===== config.mk =====
export PLATFORM = sky130hd
export DESIGN_NAME = mcp_mul
export DESIGN_NICKNAME = d
export VERILOG_FILES = /design/src/rtl/mcp_pkg.sv /design/src/rtl/mcp_mul.sv
export SDC_FILE = /design/constraint.sdc
export NUM_CORES = 2
export LEC_CHECK = 0
export ABC_AREA = 1
export BUFFER_PORTS_ARGS = -buffer_cell sky130_fd_sc_hd__buf_4
export CORE_MARGIN = 5
export CORE_UTILIZATION = 50
export CTS_CLUSTER_SIZE = 28
export DETAILED_ROUTE_END_ITERATION = 10
export MAX_ROUTING_LAYER = met4
export PLACE_DENSITY = 0.76
export REMOVE_ABC_BUFFERS = 1
export SLEW_MARGIN = 20
export SYNTH_ARGS = -nofsm -noshare
export SYNTH_HDL_FRONTEND = slang
export SYNTH_SLANG_ARGS = --single-unit
export TNS_END_PERCENT = 20

===== constraint.sdc =====
create_clock -name clk -period 5.6 [get_ports clk]
set_input_delay 0.56 -clock clk [delete_from_list [all_inputs] [get_ports clk]]
set_output_delay 0.56 -clock clk [all_outputs]
set_load 0.01 [all_outputs]

===== src/rtl/mcp_pkg.sv =====
package mcp_pkg;

  // fixed field widths
  localparam int unsigned ADDR_W    = 14;
  localparam int unsigned SAMPLE_W  = 16;
  localparam int unsigned LEN_W     = 15;
  localparam int unsigned OUT_W     = 24;
  localparam int unsigned LEVEL_W   = 32;
  localparam int unsigned CFG_IDX_W = 3;
  localparam int unsigned CFG_DAT_W = 18;

  // period division: sample_rate * 960 over subdivision * tempo_bpm_x16
  localparam int unsigned NUM_W    = 28;
  localparam int unsigned DEN_W    = 15;
  localparam int unsigned PERIOD_W = 22;
  localparam logic [PERIOD_W-1:0] PERIOD_MAX = 22'h3FFFFF;

  // shared multiplier operand and product widths
  localparam int unsigned MUL_A_W = 33;
  localparam int unsigned MUL_B_W = 17;
  localparam int unsigned MUL_P_W = MUL_A_W + MUL_B_W;

  // configuration register indexes
  typedef enum logic [CFG_IDX_W-1:0] {
    REG_WAVE_SELECT = 3'd0,
    REG_TEMPO       = 3'd1,
    REG_SUBDIVISION = 3'd2,
    REG_SAMPLE_RATE = 3'd3,
    REG_VOLUME      = 3'd4,
    REG_TONE        = 3'd5
  } cfg_reg_t;

  // divider status toward the sequencer
  typedef struct packed {
    logic busy;
    logic done;
  } div_stat_t;

endpackage


===== src/rtl/mcp_mul.sv =====
module mcp_mul import mcp_pkg::*; (
  input  logic                      clk,
  input  logic                      en,
  input  logic signed [MUL_A_W-1:0] a,
  input  logic signed [MUL_B_W-1:0] b,
  output logic signed [MUL_P_W-1:0] p_r
);

  // one signed product per cycle, held while not enabled
  always_ff @(posedge clk) begin
    if (en) begin
      p_r <= MUL_P_W'(a) * MUL_P_W'(b);
    end
  end

endmodule


# ---- Word-level counts from Yosys, hierarchy flattened
# Cells that the tools add are included.
dict set report op_classes {
  mul 1
}
# op n
set ops {}
lappend ops {{multiplier 33 x 17 -> 50 bit} 1}
dict set report word_totals {
  ff_bits 50
  out_inout_bits 50
  in_bits 52
}

# ---- Depth between registers and ports, before layout
dict set report depth {
  depth_word 1
  ltp_mapped 29
  ltp_nobuf 27
}

# ---- Least setup slack after synthesis
# No wires, ideal clock.
dict set report synth_path {
  kind {input-to-reg}
  from {in a[32]}
  to {reg p_r[48] (data pin)}
  path_buffers 2
  arrival_ns 5.773
  setup_time_ns 0.254
  setup_slack_ns -0.427
  required_time_ns 5.346
  stages 24
  cell_sequence {clkbuf_1 -> clkbuf_1 -> nand2_1 -> fa_1 -> inv_1 -> fa_1 -> inv_1 -> fa_1 -> inv_1 -> fa_1 -> inv_1 -> fa_1 -> inv_1 -> fa_1 -> ha_1 -> inv_1 -> nor3_2 -> nand2_1 -> nor2_1 -> inv_1 -> nor2_1 -> nand2_1 -> nand4_1 -> nand2_1}
}
dict set report synth_via {
  elab_chain_cells 1
}
# element line
set synth_lines {}
lappend synth_lines {{start, declared} mcp_mul.sv:4} ;# input logic signed [MUL_A_W-1:0] a,
lappend synth_lines {{multiplier 33 x 17 -> 50 bit} mcp_mul.sv:12} ;# p_r <= MUL_P_W'(a) * MUL_P_W'(b);
lappend synth_lines {{end signal, assigned} mcp_mul.sv:12}
lappend synth_lines {{end, declared} mcp_mul.sv:6} ;# output logic signed [MUL_P_W-1:0] p_r
# Every way passes these cells.
# A chain may end at the register's enable or synchronous reset.

# ---- Final worst setup path
dict set report layout_path {
  from {in b[16]}
  to {reg p_r[49] (data pin)}
}
dict set report layout_via {
  elab_chain_cells 1
}
# element line
set layout_lines {}
lappend layout_lines {{start, declared} mcp_mul.sv:5} ;# input logic signed [MUL_B_W-1:0] b,
lappend layout_lines {{multiplier 33 x 17 -> 50 bit} mcp_mul.sv:12}
# Every way passes these cells.

==> out/results.ini <==
[finish]
top_regs=p_r (50)
largest_reg_flops=50
n_antenna_cell=0
largest-register=p_r
nFillCells=3787
area.growth.synth_to_final_pct=19.4
fin_area_um2=27200
fin_nets=3948
layout-drive-gt1-share_pct=18.3

[clocking]
cts.clk_slew.worst_paths_ns=0.08
htree_levels=2
clockBufferDepth=2
root_buffer=clkbuf_16
tritoncts=yes
clock-sinks=50
cts_buffers=5
cts_hold_buf=0

[floorplan]
io_pins=102
die_w_um=223
initial_core_util_pct=50.4
die_h_um=223
rows=78
dieArea_um2=49900
coreArea_um2=45200

[global_route]
grt_overflow=0
antenna_found_initial=1
grt_pass1_vias=20100
grt_use_total_pct=24.9
grt_pass1_wl_mm=98.2
grt_max_degree=51

[routing]
viasPerCell=4.94
dr.first_iter.drc_count=1464
totalWireLength_mm=62.5
drcViolationCount=0
wl_per_cell_um=16.3
vias=19000
ant_nets=0
first_pass_iters=5

[yosys]
synth_top_flop_cell=edfxtp_1
yosysWarningCount=0
synth_edf_count=50
ys_seq_area_share_pct=6.60
ys_ff_latch=50
async_flop_share_pct=0
synth_area_um2=22800
avgSynthCellArea_um2=7.65
syn_inst=2976
ys_types=25

[timing]
rsz0062_at_grt=true
min_period_over_period_pct=98.0
slew_viol_final=0
worst_slew_pin_slew_ns=0.762
slew_headroom_pct=49.2
finalHoldViolCount=0
max_freq_mhz=182
setup-violations-final=0
period_minus_slack_ns=5.49

[worst_setup_path]
cp.arrival_ns=5.55
cp-endpoint=p_r[49]
crit_start=b[16]
setup.worst_path.end_class=flop
cp-start-kind=primary input
crit_fanout=22
crit_type=in -> reg
cp.required_ns=5.67

[place]
place_area_um2=26000
io_buffer_count=101
dpl.hpwl_mm=51.4
place_congestion=1.02

[run]
cap_violations=0

[status]
status=finished clean

[min_path]
hp-class=in -> reg

metrics by stage:
| step | utilization, % | TNS [ns] | std cells | worst slack (ns) | hold WS, ns |
|---|---|---|---|---|---|
| after global routing | 60.2 | -0.277 | 3844 | -0.0368 | 0.815 |
| final | 60.2 | 0 | 3844 | 0.113 | 0.795 |
| after detailed placement | 57.5 | -8.71 | 3822 | -0.321 | 0.969 |
| after floorplan | - | 0 | 2843 | 0.0636 | 0.672 |
| after global placement | 57.5 | -6.75 | 3822 | -0.299 | 0.967 |
| after CTS | 57.9 | 0 | 3830 | 0.0224 | 0.787 |
cell usage after synthesis, types with 7 or more instances:
cell type | count | area share [%]
nand4_1 | 18 | 0.49
fa_1 | 536 | 47
inv_1 | 934 | 15
edfxtp_1 | 50 | 6.6
nor2_2 | 14 | 0.38
nand3_1 | 47 | 1.0
inv_2 | 9 | 0.15
nor2_1 | 76 | 1.3
nand2_1 | 924 | 15
nor3_2 | 9 | 0.40
xor2_1 | 21 | 0.81
or2_2 | 7 | 0.19
clkbuf_1 | 132 | 2.2
a21oi_1 | 32 | 0.70
nor2_4 | 7 | 0.35
nand2_2 | 21 | 0.58
ha_1 | 117 | 6.4
critical path: stages:
cell and delay [ns]:
buf_4 0.07, inv_1 0.05, buf_12 0.16, buf_4 0.17, nor2_1 0.19, fa_1 0.47
fa_1 0.47, fa_1 0.54, fa_2 0.46, fa_1 0.50, inv_1 0.06, fa_1 0.51
inv_1 0.08, ha_4 0.23, buf_4 0.15, nand2_1 0.08, nand2_2 0.07, nand2_1 0.07
nand2_1 0.10, nand2_1 0.09, nand2_1 0.07, a21oi_1 0.19, nand3_1 0.10, nand2_1 0.07
nand2_1 0.05
per-layer routing:
metal | vias up | global-route usage, % | share of wire (%)
met2 | 770 | 43.3 | 50
met1 | 9296 | 31.1 | 38
li1 | 8724 | - | -
met5 | - | - | 0
met3 | 187 | 2.32 | 7.8
met4 | 0 | 7.87 | 4.2
final cells by class:
cell class | instances | area, µm² | area share, %
flip-flops and latches | 50 | 1500 | 5.52
well taps | 600 | 751 | 2.76
repair buffers | 393 | 3310 | 12.2
multi-input cells | 1850 | 17900 | 66.0
clock buffers | 5 | 125 | 0.460
clock inverters | 3 | 28.8 | 0.106
inverters | 943 | 3540 | 13.0
cell usage in the layout (no fill, tap or decap):
cell type	synthesis	layout
nor2_2	14	19
o21ai_1	0	1
nand3b_1	1	1
xor2_1	21	19
ha_2	0	3
buf_12	0	16
buf_4	0	360
nand3_2	1	3
or2_2	7	7
buf_6	0	8
a21oi_2	1	16
ha_1	117	83
clkinv_4	0	2
nor3_1	5	3
buf_8	0	3
nor2_4	7	20
a21oi_1	32	17
nor3_2	9	11
xnor2_1	5	5
nand4_1	18	18
inv_1	934	921
inv_8	0	1
edfxtp_1	50	50
nor2_1	76	58
o21ai_0	4	3
nand3_1	47	45
nand2_4	0	4
o21bai_1	4	4
nand2_2	21	40
inv_2	9	22
clkbuf_16	0	11
fa_1	536	521
fa_2	0	15
ha_4	0	31
nand2_1	924	901
xor2_2	0	2
kinds of logic (layout without fill, tap and decap cells):
kind of cell	after synthesis	count (layout)	synth area share, %
flip-flops	50	50	6.60
AND/OR/NAND/NOR	1130	1130	20.1
buffers and inverters	1076	1344	17.7
AO/OA/AOI/OAI	41	41	0.962
XOR/XNOR	26	26	1.00
adder cells (fa/ha/maj)	653	653	53.6
worst min path at each step:
stage | from | endpoint | slack, ns | cells after the start
2_1_floorplan | en | p_r[0] | 0.67 | 0
3_3_place_gp | p_r[24] | p_r[24] | 0.97 | 1
3_5_place_dp | p_r[26] | p_r[26] | 0.97 | 1
4_1_cts | a[0] | p_r[0] | 0.79 | 4
5_1_grt | a[0] | p_r[0] | 0.82 | 4
6_report | a[0] | p_r[0] | 0.79 | 4
repair_timing:
action                     4_1_cts  5_1_grt
buffers inserted                 0        7
resized for setup                3      167
setup endpoints to repair        6       35
cloned                           0        7
pin swaps                        0       65
Power is not shown: default switching activity piles up to over one toggle a cycle in this logic, so the estimate is an artifact.
