$ cat src/rtl/mcp_pkg.sv
package mcp_pkg;

  // fixed field widths
  localparam int unsigned ADDR_W    = 14;
  localparam int unsigned SAMPLE_W  = 16;
  localparam int unsigned LEN_W     = 15;
  localparam int unsigned OUT_W     = 24;
  localparam int unsigned LEVEL_W   = 32;
  localparam int unsigned CFG_IDX_W = 3;
  localparam int unsigned CFG_DAT_W = 18;

  // period division: sample_rate * 960 over subdivision * tempo_bpm_x16
  localparam int unsigned NUM_W    = 28;
  localparam int unsigned DEN_W    = 15;
  localparam int unsigned PERIOD_W = 22;
  localparam logic [PERIOD_W-1:0] PERIOD_MAX = 22'h3FFFFF;

  // shared multiplier operand and product widths
  localparam int unsigned MUL_A_W = 33;
  localparam int unsigned MUL_B_W = 17;
  localparam int unsigned MUL_P_W = MUL_A_W + MUL_B_W;

  // configuration register indexes
  typedef enum logic [CFG_IDX_W-1:0] {
    REG_WAVE_SELECT = 3'd0,
    REG_TEMPO       = 3'd1,
    REG_SUBDIVISION = 3'd2,
    REG_SAMPLE_RATE = 3'd3,
    REG_VOLUME      = 3'd4,
    REG_TONE        = 3'd5
  } cfg_reg_t;

  // divider status toward the sequencer
  typedef struct packed {
    logic busy;
    logic done;
  } div_stat_t;

endpackage

$ cat src/rtl/mcp_div.sv
module mcp_div import mcp_pkg::*; (
  input  logic             clk,
  input  logic             rst_n,
  input  logic             start,
  input  logic [NUM_W-1:0] num,
  input  logic [DEN_W-1:0] den,
  output logic [NUM_W-1:0] quo,
  output div_stat_t        stat
);

  localparam int unsigned CNT_W = $clog2(NUM_W + 1);

  logic             busy_r;
  logic             done_r;
  logic [CNT_W-1:0] cnt_r;
  logic [NUM_W-1:0] quo_r;
  logic [DEN_W-1:0] rem_r;
  logic [DEN_W-1:0] den_r;
  logic [DEN_W:0]   shifted;
  logic [DEN_W+1:0] trial;

  // restoring division, one quotient bit per cycle
  assign shifted = {rem_r, quo_r[NUM_W-1]};
  assign trial   = {1'b0, shifted} - {2'b00, den_r};

  always_ff @(posedge clk) begin
    if (!rst_n) begin
      busy_r <= 1'b0;
      done_r <= 1'b0;
    end else begin
      done_r <= 1'b0;
      if (start) begin
        busy_r <= 1'b1;
      end else if (busy_r && cnt_r == CNT_W'(1)) begin
        busy_r <= 1'b0;
        done_r <= 1'b1;
      end
    end
  end

  always_ff @(posedge clk) begin
    if (start) begin
      cnt_r <= CNT_W'(NUM_W);
      quo_r <= num;
      rem_r <= '0;
      den_r <= den;
    end else if (busy_r) begin
      cnt_r <= cnt_r - CNT_W'(1);
      if (!trial[DEN_W+1]) begin
        rem_r <= trial[DEN_W-1:0];
        quo_r <= {quo_r[NUM_W-2:0], 1'b1};
      end else begin
        rem_r <= shifted[DEN_W-1:0];
        quo_r <= {quo_r[NUM_W-2:0], 1'b0};
      end
    end
  end

  assign quo       = quo_r;
  assign stat.busy = busy_r;
  assign stat.done = done_r;

endmodule

$ cat config.mk
export PLATFORM = sky130hd
export DESIGN_NAME = mcp_div
export DESIGN_NICKNAME = d
export VERILOG_FILES = /design/src/rtl/mcp_pkg.sv /design/src/rtl/mcp_div.sv
export SDC_FILE = /design/constraint.sdc
export NUM_CORES = 1
export LEC_CHECK = 0
export BUFFER_PORTS_ARGS = -buffer_cell sky130_fd_sc_hd__clkbuf_2
export CAP_MARGIN = 20
export CORE_MARGIN = 5
export CORE_UTILIZATION = 30
export DETAILED_ROUTE_END_ITERATION = 7
export GPL_ROUTABILITY_DRIVEN = 0
export SYNTH_ARGS = -nofsm -noshare
export SYNTH_HDL_FRONTEND = slang
export SYNTH_SLANG_ARGS = --single-unit
$ cat constraint.sdc
create_clock -name clk -period 4.6 [get_ports clk]
set_input_delay 0.23 -clock clk [delete_from_list [all_inputs] [get_ports clk]]
set_output_delay 0.23 -clock clk [all_outputs]
set_load 0.02 [all_outputs]
* Word-level counts from Yosys, hierarchy flattened
Cells that the tools add are included.
Cells by class: $add $sub $neg 2, equality and inequality tests 1, multiplexer cells 7, bitwise logic cells 1, reductions and logical operators 4
Operator list (number):
- $mux 28 | 2
- $sub 16x15->17 | 1
- $mux 15 | 1
- $eq 5x1->1 const B | 1
- $sub 5x1->5 const B | 1
- $mux 1 | 4
- $reduce_bool 2->1 | 2
- $reduce_or 2->1 | 1
- $logic_and 1x1->1 | 1
- $not 1->1 | 1
Word-level totals: register bits 65, input bits 46, logic and storage cells 21

* Longest topological paths before layout
Gate-level depths: netlist of the first run.
depth in word-level cells 4, depth in mapped cells 11, mapped depth without buffers 10

* Worst setup path after synthesis of the first run
No wires, ideal clock.
path type register to register, start point reg quo_r[27] (netlist: quo[27]), end point reg rem_r[11], setup time 0.069 ns, data arrival time 2.625 ns, setup slack 1.906 ns, stages on the path, launching flop included 11, buffers on the path 0, cell sequence edfxtp_1 -> inv_1 -> ha_1 -> fa_1 -> nor2b_4 -> o2111ai_2 -> nand3b_1 -> a211o_2 -> a41oi_4 -> or4b_2 -> o21ai_1
Between the ends: word-level cells in the longest chain between the ends 2
Ends and longest elaborated chain:
- from (decl) | RTL line mcp_div.sv:16 | logic [NUM_W-1:0] quo_r;
- from (signal assigned) | RTL line mcp_div.sv:44 | quo_r <= num;
- from (signal assigned) | RTL line mcp_div.sv:51 | quo_r <= {quo_r[NUM_W-2:0], 1'b1};
- from (signal assigned) | RTL line mcp_div.sv:54 | quo_r <= {quo_r[NUM_W-2:0], 1'b0};
- $sub 16x15->17 | RTL line mcp_div.sv:24 | assign trial = {1'b0, shifted} - {2'b00, den_r};
- $mux 15 | RTL line mcp_div.sv:49 | if (!trial[DEN_W+1]) begin
- to (signal assigned) | RTL line mcp_div.sv:50 | rem_r <= trial[DEN_W-1:0];
- to (signal assigned) | RTL line mcp_div.sv:53 | rem_r <= shifted[DEN_W-1:0];
- to (decl) | RTL line mcp_div.sv:17 | logic [DEN_W-1:0] rem_r;
No other way between the ends. A chain may end at the register's enable or synchronous reset.

* Worst setup path in the final report of the first run
Same ends and word-level chain as after synthesis.

==> impl_metrics.csv, run 1 <==
group,metric,value,unit
floorplanning,row_count,38,
floorplanning,initial_core_util,30.8,%
worst_hold_path,hold_path.class,"in -> reg",
yosys,syn_nets,345,
detailed_routing,routed_wl,6880,um
floorplanning,die_area,13400,um^2
global_route,antenna_found_initial,0,
detailed_routing,vias,2337,
finish,antenna_cells,0,
yosys,netlist_area,3360,um^2
critical_path,slowest_stage,"or4b_2",
critical_path,crit_chain,"inv_1 > ha_1 > fa_1 > nor2b_4 > o2111ai_2 > nand3b_1 > a211o_2 > a41oi_4 > or4b_2 > o21ai_1",
finish,fillers,1068,
timing,max_freq,0.325,GHz
flow_run,drv_cap,0,
timing,finalHoldViolations,0,
critical_path,arrival,3.35,ns
clocking,ctsHoldBuffers,0,
finish,final_common_cell,"clkbuf_2",
run_status,status,"completed",
finish,nNetsFinal,420,
floorplanning,dieHeight,116,um
floorplanning,fp.coreArea,10900,um^2
clocking,cts_htree_levels,3,
finish,fin_cells,501,
timing,tightest_slew,0.800,ns
global_route,overflow,0,
yosys,ys_ff_latch,65,
floorplanning,die_w,116,um
clocking,clk_pin_slew_worst_paths,0.07,ns
clocking,root_buffer,"clkbuf_8",
detailed_routing,first_pass_iters,4,
timing,maxSlewViolCount,0,
timing,relSlewSlack,46.5,%
global_route,grt.total_usage,11.0,%
clocking,cts_num_sinks,65,
clocking,cts_resized,0,
clocking,cts_tree,"yes",
yosys,synth_flop_cell,"edfxtp_1",
critical_path,crit_type,"reg -> reg",
critical_path,max_stage_delay,0.75,ns
timing,period_share,66.9,%
detailed_routing,wire_per_inst,13.7,um
global_route,grt_pass1_vias,2381,
global_route,grt_first_pass_wirelength,11400,um
placement,dp.cells,484,
yosys,synthCells,281,
detailed_routing,drt-initial-drc-count,114,
yosys,synthArstFlopShare,0,%
timing,rsz0062_at_grt,"false",
critical_path,path_buf_inv,1,
yosys,synth-edff-count,43,
finish,drive_above_1_share,34.9,%
pwr,peakVddDrop,0.206,mV
clocking,cts_setup_buffers,0,
finish,final_cell_mix,"clkbuf_2, edfxtp_1, mux2_2",
critical_path,worstSetupStartpointType,"flop",
timing,fin_skew,0.0104,ns
critical_path,crit_fanout,23,
placement,port_buffers,75,
timing,tns,0,ns
clocking,cts_made_buffers,9,
clocking,clock_path_buffers,2,
finish,area.growth.synth_to_final,20.6,%
pwr,pwr_density_cell,344,nW/um^2
yosys,ys_types,50,
yosys,ys_seq_area_share,51.6,%
timing,fin_crit,3.08,ns
critical_path,crit_family,"simple AND/OR/NAND/NOR gates",
pwr,p_leak,1.74,nW
global_route,grt_max_degree,57,
yosys,yosys_warnings,0,
detailed_routing,vias_per_cell,4.66,
detailed_routing,antenna_left,0,
critical_path,cp.required,4.87,ns
yosys,syn_avg_cell_area,11.9,um^2
placement,hpwl,4980,um
clocking,clock_latency,0.34,ns
finish,multiInputGateArea,1470,um^2
pwr,totalPowerFinal,1.39,mW
timing,setup_viol,0,
finish,final-seq-area,1730,um^2
floorplanning,ioPinCount,76,
critical_path,end_kind,"flop",
detailed_routing,drcViolationCount,0,
==> stage by stage <==
step | util, % | instance area [um^2] | hold WS [ns] | worst slack [ns]
6_report | 37.2 | 4050 | 0.0592 | 1.52
5_1_grt | 37.2 | 4050 | 0.0399 | 1.34
4_1_cts | 36.9 | 4020 | 0.0319 | 1.52
3_5_place_dp | 35.3 | 3840 | 0.409 | 1.56
3_3_place_gp | 35.3 | 3840 | 0.409 | 1.63
2_1_floorplan | - | 3360 | 0.329 | 1.91
==> worst paths after layout <==
| check | start | endpoint | slack (ns) | cells past startpoint |
|---|---|---|---|---|
| max | quo[27] | rem_r[11] | 1.52 | 10 |
| min | den[9] | den_r[9] | 0.06 | 1 |
| max reg2reg | quo[27] | rem_r[11] | 1.52 | 10 |
| min reg2reg | rem_r[14] | rem_r[14] | 0.48 | 2 |
==> layer usage <==
metal | routed length, um | vias to the layer above | GRT usage (%) | share of wire [%]
met5 | 0 | - | 0 | 0
met4 | 114 | 0 | 5.65 | 1.7
met1 | 3220 | 1094 | 14.0 | 47
li1 | - | 1185 | - | -
met2 | 3180 | 51 | 16.6 | 46
met3 | 369 | 7 | 3.60 | 5.4
==> cell usage after synthesis, drive strengths merged, types with 3 or more instances <==
| master | count | area [um^2] |
|---|---|---|
| a211oi | 6 | 45.0 |
| a21o | 3 | 22.5 |
| a21oi | 8 | 43.8 |
| a32oi | 4 | 35.0 |
| buf | 9 | 57.5 |
| clkbuf | 5 | 18.8 |
| dfxtp | 22 | 440 |
| edfxtp | 43 | 1290 |
| ha | 17 | 213 |
| inv | 21 | 78.8 |
| mux2 | 27 | 304 |
| mux2i | 9 | 90.1 |
| nand2 | 14 | 52.6 |
| nand2b | 5 | 31.3 |
| nand3 | 3 | 15.0 |
| nor2 | 19 | 71.3 |
| nor2b | 3 | 26.3 |
| nor3 | 3 | 15.0 |
| o2111ai | 3 | 32.5 |
| o21a | 6 | 45.0 |
| o21ai | 9 | 45.0 |
| o31ai | 3 | 22.5 |
| xnor2 | 9 | 78.8 |
| xor2 | 5 | 43.8 |
==> registers in the layout, indices dropped and copies added, names as in the netlist <==
signal  flops
rem_r      15
done_r      1
quo        28
cnt_r       5
busy_r      1
den_r      15
==> final cells by class <==
type,instances,share of cell area [%]
inverter,21,1.95
tap,140,4.33
multi-input combinational,181,36.3
sequential,65,42.8
clock buffer,14,4.02
timing repair buffer,78,10.3
clock inverter,2,0.309
==> where the power goes <==
| group | leakage [nW] | internal, mW | switching [mW] |
|---|---|---|---|
| logic | 1.04 | 0.108 | 0.142 |
| clock network | 0.0916 | 0.227 | 0.213 |
| registers | 0.609 | 0.677 | 0.0243 |
==> cell families (layout without fill, tap and decap cells) <==
logic type	count (synthesis)	after routing	synth area share [%]
DFF	65	65	51.6
AOI/OAI and AO/OA	57	57	12.9
and+or+nand+nor	56	56	8.50
muxes	36	36	11.7
buffers and inverters	35	115	4.62
adders and majority gates	18	18	6.94
xor gates and xnor gates	14	14	3.65
(Power assumes the default switching activity.)
==> run 2: changes to the inputs <==
==> constraint.sdc (replaced) <==
create_clock -name clk -period 3.2 [get_ports clk]
set_input_delay 0.16 -clock clk [delete_from_list [all_inputs] [get_ports clk]]
set_output_delay 0.16 -clock clk [all_outputs]
set_load 0.02 [all_outputs]
==> run 2 against run 1 <==
  * Total power increased by 42%
  * First-iteration DRC count decreased by 21%
  * Count of clock-buffer cells in the layout decreased by 2
==> impl_metrics.csv, run 2 (synthesis gave the netlist of run 1 again) <==
group,metric,value,unit
clocking,clk_pin_slew_worst_paths,0.07,ns
finish,final_core_util,38.5,%
placement,post-place-ws,0.409,ns
critical_path,r2r-start,"quo[27]",
timing,setup_viol,0,
floorplanning,initial_core_util,30.8,%
finish,largest_reg_flops,28,
finish,nNetsFinal,438,
critical_path,worstSetupStartpointType,"flop",
detailed_routing,wire_per_inst,13.9,um
clocking,cts_tree,"yes",
pwr,peakVddDrop,0.232,mV
worst_hold_path,hold_end,"busy_r",
clocking,root_buffer,"clkbuf_8",
finish,drive_above_1_share,33.8,%
worst_hold_path,hold-path-cell-count,3,
finish,final_area,4190,um^2
global_route,grt_max_degree,39,
finish,area.growth.synth_to_final,25.0,%
floorplanning,die_w,116,um
critical_path,worstRegToRegCells,10,
floorplanning,dieHeight,116,um
timing,relSlewSlack,40.5,%
timing,period_share,87.4,%
finish,final_common_cell,"clkbuf_2",
critical_path,arrival,3.07,ns
timing,rsz0062_at_grt,"false",
timing,maxSlewViolCount,0,
timing,fin_crit,2.80,ns
critical_path,end_kind,"flop",
floorplanning,ioPinCount,76,
placement,place_area,3890,um^2
clocking,clock_latency,0.34,ns
clocking,cts_setup_buffers,0,
global_route,grt.total_usage,11.2,%
timing,tns,0,ns
pwr,p_leak,1.80,nW
timing,worst_slack,0.403,ns
detailed_routing,vias_per_cell,4.69,
global_route,grt_pass1_vias,2438,
detailed_routing,first_pass_iters,4,
global_route,overflow,0,
global_route,gr-usage-met2,17.3,%
global_route,gr-usage-met3,2.61,%
global_route,antenna_found_initial,0,
global_route,grt_util_met1,14.8,%
finish,antenna_cells,0,
clocking,cts_made_buffers,9,
detailed_routing,drcViolationCount,0,
timing,finalHoldViolations,0,
critical_path,crit_type,"reg -> reg",
critical_path,crit_fanout,7,
critical_path,r2r_slack,0.40,ns
detailed_routing,drt-initial-drc-count,90,
detailed_routing,vias,2432,
worst_hold_path,min-delay-start,"rst_n",
clocking,cts_htree_levels,3,
worst_hold_path,hold_path.class,"in -> reg",
clocking,clock_path_buffers,2,
global_route,top_usage_layer,"met2",
placement,port_buffers,75,
floorplanning,die_area,13400,um^2
detailed_routing,routed_wl,7230,um
timing,whs,0.0408,ns
run_status,status,"completed",
clocking,cts_num_sinks,65,
flow_run,drv_cap,0,
placement,hpwl,5250,um
critical_path,rr_endpoint,"rem_r[11]",
global_route,grt_first_pass_wirelength,11800,um
timing,tightest_slew,0.892,ns
finish,final_cell_mix,"clkbuf_2, edfxtp_1, mux2_2",
detailed_routing,antenna_left,0,
floorplanning,row_count,38,
pwr,pwr_density_cell,471,nW/um^2
floorplanning,fp.coreArea,10900,um^2
timing,fin_skew,0.00762,ns
critical_path,cp.required,3.47,ns
timing,max_freq,0.358,GHz
-- run 2: worst max path at each step --
stage	slack [ns]	cells after the start	endpoint	start
2_1_floorplan	0.51	10	rem_r[11]	quo[27]
3_3_place_gp	0.47	10	rem_r[11]	quo[27]
3_5_place_dp	0.41	10	rem_r[11]	quo[27]
4_1_cts	0.39	10	rem_r[11]	quo[27]
5_1_grt	0.17	11	rem_r[3]	quo[27]
6_report	0.40	10	rem_r[11]	quo[27]
-- run 2: critical path: stages (launching register included) --
cell       delay, ns
edfxtp_1        0.37
inv_1           0.05
ha_1            0.22
fa_1            0.44
nor2b_4         0.16
o2111ai_2       0.13
nand3b_1        0.15
a211o_2         0.18
a41oi_4         0.22
or4b_2          0.68
o21ai_1         0.12
-- run 2: cell type report --
cell class | count | area, um^2
clock inverters | 4 | 21.3
fillers | 1072 | 6690
well taps | 140 | 175
repair buffers | 96 | 583
flip-flops and latches | 65 | 1730
inverters | 21 | 78.8
multi-input cells | 181 | 1470
clock buffers | 12 | 135
-- run 2: timing repair --
item / in CTS / in global routing
hold buffers: 15 / 0
gates resized for setup: 0 / 0
hold endpoints to repair: 15 / 0
endpoints found under the setup margin: 0 / 0
-- run 2: per-stage QoR --
stage	instances	power, mW
after floorplan	281	1.27
after global placement	488	1.39
after detailed placement	488	1.39
after CTS	519	2.00
after global routing	519	2.08
final	519	1.98
-- run 2: power breakdown --
group	internal, mW	switching (mW)
sequential	0.973	0.0410
clock	0.277	0.313
combinational	0.167	0.204
-- run 2: layer usage --
| layer | routed length, um | vias to the layer above |
|---|---|---|
| li1 | - | 1221 |
| met2 | 3330 | 54 |
| met4 | 145 | 0 |
| met1 | 3450 | 1146 |
| met3 | 306 | 11 |
| met5 | 0 | - |
==> run 3: changes to the inputs <==
==> constraint.sdc (replaced) <==
create_clock -name clk -period 2.4 [get_ports clk]
set_input_delay 0.12 -clock clk [delete_from_list [all_inputs] [get_ports clk]]
set_output_delay 0.12 -clock clk [all_outputs]
set_load 0.02 [all_outputs]
==> run 3 against run 2 <==
  * Largest power group unchanged
  * Via count up 3.9%
  * Flip-flop and latch count unchanged
  * The run now ends with setup timing left
  * Largest cell class unchanged
  * Cell area up 6.5%
  * Total power up 49%
  * Combinational power up 51%
  * Clock power up 76%
  * Wire length up 5.2%
  * Maximum frequency up 14%
  * Non-clock buffer count up 20
  * Register-to-register slack worse by 0.46 ns
==> impl_metrics.csv, run 3 (synthesis gave the netlist of run 1 again) <==
group,metric,value,unit
finish,drive_above_1_share,40.6,%
critical_path,arrival,2.74,ns
detailed_routing,drcViolationCount,0,
run_status,status,"finished with violations",
floorplanning,die_area,13400,um^2
floorplanning,ioPinCount,76,
finish,nNetsFinal,458,
timing,worst_slack,-0.0550,ns
floorplanning,dieHeight,116,um
timing,rsz0062_at_grt,"true",
timing,fin_crit,2.45,ns
placement,hpwl,5470,um
finish,area.growth.synth_to_final,33.1,%
global_route,antenna_found_initial,0,
critical_path,path_buf_inv,0,
run_status,violations,"setup timing",
global_route,grt_pass1_vias,2607,
global_route,overflow,0,
finish,largest_reg_flops,28,
finish,final_common_cell,"clkbuf_2",
timing,max_freq,0.407,GHz
detailed_routing,vias_per_cell,4.69,
pwr,p_leak,1.92,nW
detailed_routing,antenna_left,0,
critical_path,crit_family,"simple AND/OR/NAND/NOR gates",
flow_run,drv_cap,0,
detailed_routing,first_pass_iters,4,
timing,setup_viol,1,
critical_path,cp.required,2.68,ns
critical_path,crit_fanout,5,
pwr,peakVddDrop,0.353,mV
timing,tns,-0.0550,ns
global_route,grt_max_degree,29,
timing,maxSlewViolCount,0,
critical_path,max_stage_delay,0.57,ns
placement,post-place-ws,-0.0363,ns
critical_path,rr_endpoint,"rem_r[11]",
critical_path,crit_chain,"ha_4 > fa_2 > nor2b_4 > o2111ai_2 > nand3b_1 > a211o_2 > a41oi_4 > or4b_4 > o21ai_2",
detailed_routing,vias,2528,
timing,fin_skew,0.0148,ns
detailed_routing,wire_per_inst,14.1,um
clocking,clk_pin_slew_worst_paths,0.08,ns
finish,fillers,1038,
clocking,clock_latency,0.35,ns
critical_path,r2r_slack,-0.05,ns
critical_path,slowest_stage,"or4b_4",
global_route,grt.total_usage,11.8,%
critical_path,end_kind,"flop",
worst_hold_path,min-delay-start,"num[1]",
clocking,cts_num_sinks,65,
floorplanning,die_w,116,um
clocking,clock_path_buffers,2,
critical_path,crit_type,"reg -> reg",
global_route,grt_first_pass_wirelength,12300,um
clocking,root_buffer,"clkbuf_8",
clocking,cts_made_buffers,9,
worst_hold_path,hold-path-cell-count,2,
critical_path,worstRegToRegCells,9,
clocking,cts_tree,"yes",
timing,relSlewSlack,61.8,%
worst_hold_path,hold_end,"quo[1]",
critical_path,r2r-start,"den_r[0]",
detailed_routing,routed_wl,7610,um
floorplanning,fp.coreArea,10900,um^2
detailed_routing,drt-initial-drc-count,128,
timing,finalHoldViolations,0,
timing,whs,0.0677,ns
worst_hold_path,hold_path.class,"in -> reg",
critical_path,worstSetupStartpointType,"flop",
finish,antenna_cells,0,
finish,final_cell_mix,"clkbuf_2, edfxtp_1, mux2_2",
timing,period_share,102,%
floorplanning,initial_core_util,30.8,%
pwr,pwr_density_cell,659,nW/um^2
clocking,cts_htree_levels,3,
placement,port_buffers,75,
timing,tightest_slew,0.571,ns
floorplanning,row_count,38,
run 3: cell count changes in the layout (fill, tap and decap cells not counted), sizes merged:
cell	previous run	this run
buf	6	25
bufinv	0	2
clkbuf	87	84
dlygate4sd3	15	16
inv	21	22
run 3: per-layer routing:
layer,part of all wire [%],wire length [um],GRT usage [%]
met2,47,3590,18.3
met5,0,0,0
met1,45,3440,15.1
met3,4.6,351,2.77
met4,3.0,231,7.12
run 3: layout make-up:
| class | instances | area (um^2) | share of cell area [%] |
|---|---|---|---|
| sequential | 65 | 1730 | 38.8 |
| multi-input combinational | 181 | 1530 | 34.4 |
| timing repair buffer | 116 | 728 | 16.3 |
| tap | 140 | 175 | 3.92 |
| clock buffer | 9 | 124 | 2.77 |
| clock inverter | 7 | 93.8 | 2.10 |
| inverter | 21 | 78.8 | 1.77 |
run 3: what timing repair did:
action                                  CTS  global route
endpoints found under the setup margin    9            16
setup buffers                             1             4
gates cloned                              0             1
endpoints found under the hold margin    17             0
pin swaps                                 2             4
hold buffers                             16             0
gates resized for setup                   2            13
run 3: worst max path at each step:
stage	from	to	slack [ns]	depth (start not counted)
after floorplan	quo[27]	rem_r[11]	-0.09	10
after global placement	quo[27]	rem_r[4]	0.04	11
after detailed placement	quo[27]	rem_r[12]	-0.04	11
after CTS	quo[27]	rem_r[12]	0.006	11
after global routing	quo[27]	rem_r[3]	-0.14	11
final	den_r[0]	rem_r[11]	-0.05	9
run 3: report_power, final:
part           internal (mW)  total (mW)  switching (mW)
Combinational          0.259       0.559           0.300
Sequential              1.30        1.35          0.0481
Clock                  0.585        1.04           0.452
Total                   2.14        2.94           0.800
run 3: metrics by stage:
| step | power [mW] | util, % | area, um^2 | std cells |
|---|---|---|---|---|
| detailed placement | 1.88 | 36.6 | 3980 | 501 |
| global placement | 1.88 | 36.6 | 3980 | 501 |
| finish | 2.94 | 41.0 | 4470 | 539 |
| global route | 3.08 | 41.0 | 4470 | 539 |
| CTS | 2.95 | 40.2 | 4370 | 534 |
| floorplan | 1.70 | - | 3360 | 281 |
